File: src/hdl/error_diffusion_dither_core_defines.svh
// assertion macros for the error diffusion dither core
`ifndef ERROR_DIFFUSION_DITHER_CORE_DEFINES_SVH
`define ERROR_DIFFUSION_DITHER_CORE_DEFINES_SVH

`ifndef SYNTHESIS
`define EDD_ASSERT_IMPLY(label, clk, rst, ante, cons) \
  label: assert property (@(posedge clk) disable iff (rst) (ante) |-> (cons)) \
    else $error("edd assertion failed");
`define EDD_ASSERT_NEXT(label, clk, rst, ante, cons) \
  label: assert property (@(posedge clk) disable iff (rst) (ante) |=> (cons)) \
    else $error("edd assertion failed");
`else
`define EDD_ASSERT_IMPLY(label, clk, rst, ante, cons)
`define EDD_ASSERT_NEXT(label, clk, rst, ante, cons)
`endif

`endif

File: src/hdl/edd_pkg.sv
// shared constants, payload types and command codes of the dither core
package edd_pkg;

  localparam int MAX_WIDTH = 1024;
  localparam int ROW_AW    = $clog2(MAX_WIDTH);
  localparam int PTR_W     = ROW_AW + 1;
  localparam int PAL_SIZE  = 256;
  localparam int PAL_AW    = $clog2(PAL_SIZE);

  localparam logic [1:0] KIND_PIXEL     = 2'd0;
  localparam logic [1:0] KIND_PAL_WR    = 2'd1;
  localparam logic [1:0] KIND_ROW_END   = 2'd2;
  localparam logic [1:0] KIND_IMG_BEGIN = 2'd3;

  localparam logic [7:0] SAT_MAX   = 8'hFF;
  localparam logic [7:0] MASK_GRAY = 8'hE0;
  localparam logic [7:0] MASK_BW   = 8'h80;

  localparam int OP_W = 4;
  localparam logic [OP_W-1:0] OP_NONE   = 4'd0;
  localparam logic [OP_W-1:0] OP_LOAD   = 4'd1;
  localparam logic [OP_W-1:0] OP_CLEAR  = 4'd2;
  localparam logic [OP_W-1:0] OP_SWAP   = 4'd3;
  localparam logic [OP_W-1:0] OP_PALW   = 4'd4;
  localparam logic [OP_W-1:0] OP_PX0    = 4'd5;
  localparam logic [OP_W-1:0] OP_PX1    = 4'd6;
  localparam logic [OP_W-1:0] OP_PX2    = 4'd7;
  localparam logic [OP_W-1:0] OP_PX3    = 4'd8;
  localparam logic [OP_W-1:0] OP_PX4    = 4'd9;
  localparam logic [OP_W-1:0] OP_RESULT = 4'd10;

  typedef struct packed {
    logic [1:0]  kind;
    logic [7:0]  value;
    logic [7:0]  palette_slot;
    logic [9:0]  column;
    logic [10:0] row_width;
    logic        use_palette;
  } item_t;

  typedef struct packed {
    logic [2:0] level;
    logic [9:0] out_column;
  } result_t;

  typedef struct packed {
    logic [OP_W-1:0] op;
  } cmd_t;

  typedef struct packed {
    logic clear_done;
    logic swap_done;
    logic res_free;
  } sts_t;

endpackage

File: src/hdl/edd_ctrl.sv
// sequencer for pixel, palette, row swap and clear operations
module edd_ctrl (
  input  logic             clk,
  input  logic             rst,
  input  logic             item_valid,
  input  logic [1:0]       item_kind,
  output logic             item_ready,
  input  edd_pkg::sts_t    sts,
  output edd_pkg::cmd_t    cmd
);

  localparam logic [3:0] ST_CLEAR = 4'd0;
  localparam logic [3:0] ST_IDLE  = 4'd1;
  localparam logic [3:0] ST_PALW  = 4'd2;
  localparam logic [3:0] ST_SWAP  = 4'd3;
  localparam logic [3:0] ST_PX0   = 4'd4;
  localparam logic [3:0] ST_PX1   = 4'd5;
  localparam logic [3:0] ST_PX2   = 4'd6;
  localparam logic [3:0] ST_PX3   = 4'd7;
  localparam logic [3:0] ST_PX4   = 4'd8;
  localparam logic [3:0] ST_OUT   = 4'd9;

  logic [3:0] state;
  logic [3:0] state_next;

  assign item_ready = (state == ST_IDLE);

  always_comb begin
    state_next = state;
    cmd.op     = edd_pkg::OP_NONE;
    case (state)
      ST_CLEAR: begin
        if (sts.clear_done) begin
          state_next = ST_IDLE;
        end else begin
          cmd.op = edd_pkg::OP_CLEAR;
        end
      end
      ST_IDLE: begin
        if (item_valid) begin
          cmd.op = edd_pkg::OP_LOAD;
          case (item_kind)
            edd_pkg::KIND_PIXEL:   state_next = ST_PX0;
            edd_pkg::KIND_PAL_WR:  state_next = ST_PALW;
            edd_pkg::KIND_ROW_END: state_next = ST_SWAP;
            default:               state_next = ST_CLEAR;
          endcase
        end
      end
      ST_PALW: begin
        cmd.op     = edd_pkg::OP_PALW;
        state_next = ST_IDLE;
      end
      ST_SWAP: begin
        if (sts.swap_done) begin
          state_next = ST_IDLE;
        end else begin
          cmd.op = edd_pkg::OP_SWAP;
        end
      end
      ST_PX0: begin
        cmd.op     = edd_pkg::OP_PX0;
        state_next = ST_PX1;
      end
      ST_PX1: begin
        cmd.op     = edd_pkg::OP_PX1;
        state_next = ST_PX2;
      end
      ST_PX2: begin
        cmd.op     = edd_pkg::OP_PX2;
        state_next = ST_PX3;
      end
      ST_PX3: begin
        cmd.op     = edd_pkg::OP_PX3;
        state_next = ST_PX4;
      end
      ST_PX4: begin
        cmd.op     = edd_pkg::OP_PX4;
        state_next = ST_OUT;
      end
      ST_OUT: begin
        if (sts.res_free) begin
          cmd.op     = edd_pkg::OP_RESULT;
          state_next = ST_IDLE;
        end
      end
      default: begin
        state_next = ST_IDLE;
      end
    endcase
  end

  always_ff @(posedge clk) begin
    if (rst) begin
      state <= ST_CLEAR;
    end else begin
      state <= state_next;
    end
  end

endmodule

File: config.mk
export PLATFORM = sky130hd
export DESIGN_NAME = edd_ctrl
export DESIGN_NICKNAME = d
export VERILOG_FILES = /design/src/hdl/error_diffusion_dither_core_defines.svh /design/src/hdl/edd_pkg.sv /design/src/hdl/edd_ctrl.sv
export SDC_FILE = /design/constraint.sdc
export NUM_CORES = 1
export LEC_CHECK = 0
export BUFFER_PORTS_ARGS = -buffer_cell sky130_fd_sc_hd__buf_2
export CAP_MARGIN = 20
export CORE_AREA = 2 2 39 41
export DETAILED_ROUTE_END_ITERATION = 10
export DIE_AREA = 0 0 41 43
export GPL_TIMING_DRIVEN = 0
export PLACE_DENSITY_LB_ADDON = 0.2
export SYNTH_ARGS = -nofsm -noshare
export SYNTH_HDL_FRONTEND = slang
export SYNTH_SLANG_ARGS = --single-unit
File: constraint.sdc
create_clock -name clk -period 1.09 [get_ports clk]
set_input_delay 0.1635 -clock clk [delete_from_list [all_inputs] [get_ports clk]]
set_output_delay 0.1635 -clock clk [all_outputs]
set_load 0.005 [all_outputs]
; After elaboration in Yosys (flattened, before gate mapping)
; Cells that the tools add are included.
[word_totals]
out_inout_bits = 5
register_bits = 4
[classes]
n_eq_ne = 15
muxes = 11
n_reduce_logical = 3
[ops]
columns = operator, count
row1 = 4-bit case mux with 10 select lines, 1
row2 = 4-bit case mux with 9 select lines, 1
row3 = 4-bit 2-to-1 mux, 5
row4 = "4-bit by 3-bit equality test with 1-bit output, second input constant", 4
row5 = 3-bit case mux with 3 select lines, 1
row6 = "4-bit by 2-bit equality test with 1-bit output, second input constant", 2
row7 = "4-bit equality test, second input constant", 2
row8 = "2-bit != test, second input constant", 4
row9 = "4-bit by 1-bit equality test with 1-bit output, second input constant", 1
row10 = 4-bit zero test, 1
row11 = 2-bit 2-to-1 mux, 2
row12 = 4-bit AND reduction, 1
row13 = "2-bit by 1-bit equality test with 1-bit output, second input constant", 1
row14 = "2-bit equality test, second input constant", 1
row15 = 2-bit zero test, 1
row16 = 1-bit 2-to-1 mux, 1

; Longest topological paths before layout
[depth]
word_depth = 4
mapped_depth = 5
mapped_depth_nobuf = 5

; Worst setup path before layout
; Ideal clock, no wire load.
[synth_timing]
path_type = flip-flop to flip-flop
startpoint = reg state[0]
endpoint = reg state[2]
t_required_ns = 0.964
stages_incl_launch_ff = 4
arrival_ns = 1.056
slack_ns = -0.093
setup_time_ns = 0.126
path_cell_list = dfxtp_1 > or3b_1 > a211oi_2 > nor3_1
[synth_via]
elab_chain_len = 3
elab_cells_between_ends = 15
[synth_rtl]
columns = item, line_no
row1 = "start, declared", edd_ctrl.sv:23  ; logic [3:0] state;
row2 = "start signal, assigned", edd_ctrl.sv:97  ; state <= state_next;
row3 = 4-bit by 2-bit equality test with 1-bit output (tied with other cells), edd_ctrl.sv:31  ; case (state)
row4 = 2-bit != test (no source line), -
row5 = 4-bit AND reduction (no source line), -
; Parallel ways exist; a longest one is shown, timed or not.
; A chain may end at the register's enable or synchronous reset.

==> metrics.md <==
| Metric | Value |
|---|---|
| Internal power | ~420 uW |
| # nets final | just under 90 |
| CTS Buf Count | 3 |
| Mapped Avg Cell Area | 7.090 um2 |
| Worst-Margin Slew | 0.2534 ns |
| WP data arrival | 1.29 ns |
| CP endpoint kind | output port |
| Post-CTS Hold Buffers | 0 |
| Share of cells above drive strength 1 | 0.5658 |
| Synth top cells by count | 6 x a21oi_1, 4 x dfxtp_1, 4 x nand2_1, 4 x nor2_1, 4 x nor3_1 |
| Total power | around 600 uW |
| Worst-path cell chain | buf_6 > nor3_1 > o21bai_1 > a21oi_1 > buf_2 |
| First drt pass iteration count | 4 |
| Met1 usage | 0.1780 |
| Total track usage | 0.1358 |
| Minimum clock period | 1.450 ns |
| GR peak layer | met2 |
| Final-report max-slew violation count | 0 |
| Sequential Power Share | 0.286 |
| Count leader, synth | a21oi_1 |
| Crit path depth | 5 |
| DRC | 0 |
| Top reg by flops | state |
| CTS tree | done |
| Max incr delay on CP | ~0.36 ns |
| Sw Pwr | between 150 and 200 uW |
| Outcome | finished, violations left |
| Number of enable flip-flop cells after synthesis | 0 |
| Peak supply drop | roughly 0.74 mV |
| Post-layout util | 0.4756 |
| Lkg Pwr | about 0.30 nW |
| Cells on worst reg2reg path | 6 |
| WL/cell | 13.04 um |
| Max reg flops | 4 |
| Slowest-stage cell, CP | dfxtp_4 |
| Starting DRT DRC Count | 2 |
| Pin count of the biggest net entering global routing | 11 |
| Core Box Area | between 1000 and 1500 um2 |
| Peak Freq | around 0.7 GHz |
| Hold depth | 2 |
| Initial antenna violation count | 0 |
| Clock power share | 0.293 |
| Root buffer cell | clkbuf_4 |
| CP max FO | 10 |
| Placed Cells incl. Taps | 82 |
| H-tree depth | 1 |
| Grt total ovfl | 0 |
| Routed vias | 460 |
| CTS Sinks | 4 |
| Drt total wl | between 1 and 1.5 mm |
| Failing checks | setup timing |
| Clk_lat worst skew | around 0.23 ns |
| Row count | 14 |
| Mapped Cells | 54 |
| Gpl congestion | 0.7644 |
| Yosys reg bits | 4 |
| Finished Cell Area | 658.1 um2 |
| Vias in the first global route | 430 |
| Final period util | 1.330 |
| Post-route ant nets | 0 |
| Post-synth ARST share | 0 |
| Tightest Hold Check Type | input pin to register |
| Global-route wire length before repair | 1.669 mm |
| Post-synth top area share | 0.2092 |
| IO buf count | 12 |
| Initial Utilization | 0.2767 |
| Top flop regs | state (4) |
| Worst path bufs/invs | 2 |
| Clk buf depth | 2 |
| Net switching fraction of the power | 0.3041 |
| Cell Area, Placed | about 480 um2 |
| Ys flop type | dfxtp_1 |
| Cell variety after synth | 26 |
| Max capacitance violation total | 0 |
| Clock slew at reported path FFs | 0.03 ns |
| Slew HR | 0.8289 |
| Hold Violations, Final | 0 |
| Final hold slack | 0.1526 ns |
| Syn_nets | 64 |
| Area growth, synth to finish | 71.90% |
| Final setup fails | 8 |
| Synth area leader | dfxtp_1 |
| RSZ-0062 raised after global routing | true |
| Met2 GRT Util | 0.2031 |
| Routing usage on met3 | 0.06283 |
| Ant diodes | 0 |
| Fin worst setup slack | -0.3601 ns |
| Post-Syn Area | 382.9 um2 |
| Post-DP HPWL | between 700 and 800 um |
| Die W | about 41 um |
| Yosys warns | 0 |
| Die Area | around 1800 um2 |
| CP Class | register to output port |
| Crit start category | register |
| Sequential share of the synthesized area | 0.2092 |
| Post-route insts no fill | approximately 90 |
| PwrDens | roughly 920 nW/um2 |
| Via-to-Cell Ratio | ~5 |
| WP data required | ~0.93 ns |
| CP top delay family | flip-flops |
| Clock Skews | between 0.003 and 0.004 ns |
| Comb pwr share | 0.421 |
| Most area-consuming cells after synthesis | dfxtp_1 21%, a21oi_1 7.8%, ha_1 6.5% |
| IO Count | 13 |
| DIE HEIGHT | 43 um |
==> cell families after synthesis <==
| group | count (synthesis) | share of synthesized area |
|---|---|---|
| simple gates | 25 | 0.3660 |
| fa+ha+maj | 2 | 0.06535 |
| buf+inv | 7 | 0.07841 |
| xor+xnor | 1 | 0.02288 |
| compound gates | 15 | 0.2582 |
| flops | 4 | 0.2092 |
==> path summary, 6_finish.rpt <==
check             end  slack [ns]      from
min          state[3]        0.15       rst
max            cmd[1]       -0.36  state[0]
max reg2reg  state[1]       -0.26  state[1]
min reg2reg  state[2]        0.56  state[3]
==> final cells by class <==
type | instances | area (um2)
fillers | 134 | 725.7
multi-input cells | 43 | 340.3
well taps | 16 | 20.02
clock buffers | 3 | 22.52
repair buffers | 19 | 127.6
plain buffers | 4 | 48.80
inverters | 3 | 11.26
flip-flops and latches | 4 | 87.58
==> layer usage <==
metal	up-vias	share of wire	wire, um
met3	2	0.041	49
met5	-	0	0
met1	216	0.40	481
li1	233	-	-
met4	0	0.017	20
met2	9	0.54	649
==> stage by stage <==
step / setup slack (ns) / setup TNS (ns)
6_report: -0.3601 / -1.925
5_1_grt: -0.4195 / -2.455
4_1_cts: -0.3198 / -1.868
3_5_place_dp: -0.2100 / -0.9149
3_3_place_gp: -0.1932 / -0.9406
2_1_floorplan: -0.02639 / -0.05625
==> power by group through the flow <==
stage	Clock [mW]	Sequential [mW]	Combinational (mW)
after floorplan	0	0.168	0.110
after global placement	0	0.170	0.165
after detailed placement	0	0.170	0.163
after CTS	0.185	0.171	0.200
after global routing	0.197	0.174	0.277
final	0.177	0.172	0.254
==> cells in the final DEF (no fill, tap or decap), drive strengths merged, types with 2 or more instances in the layout <==
cell / n
clkbuf: 3
a21oi: 6
nor2: 4
buf: 23
dfxtp: 4
and3b: 2
nand3: 3
nand2b: 3
nand2: 4
inv: 3
nor3: 4
ha: 2
o21ai: 2
==> timing repair <==
| action | in CTS | in global routing |
|---|---|---|
| setup endpoints to repair | 9 | 9 |
| pin swaps | 3 | 6 |
| resized for setup | 14 | 15 |
| endpoints found under the hold margin | 0 | 0 |
| buffers inserted | 4 | 5 |
Power figures use the tool's default switching activity.
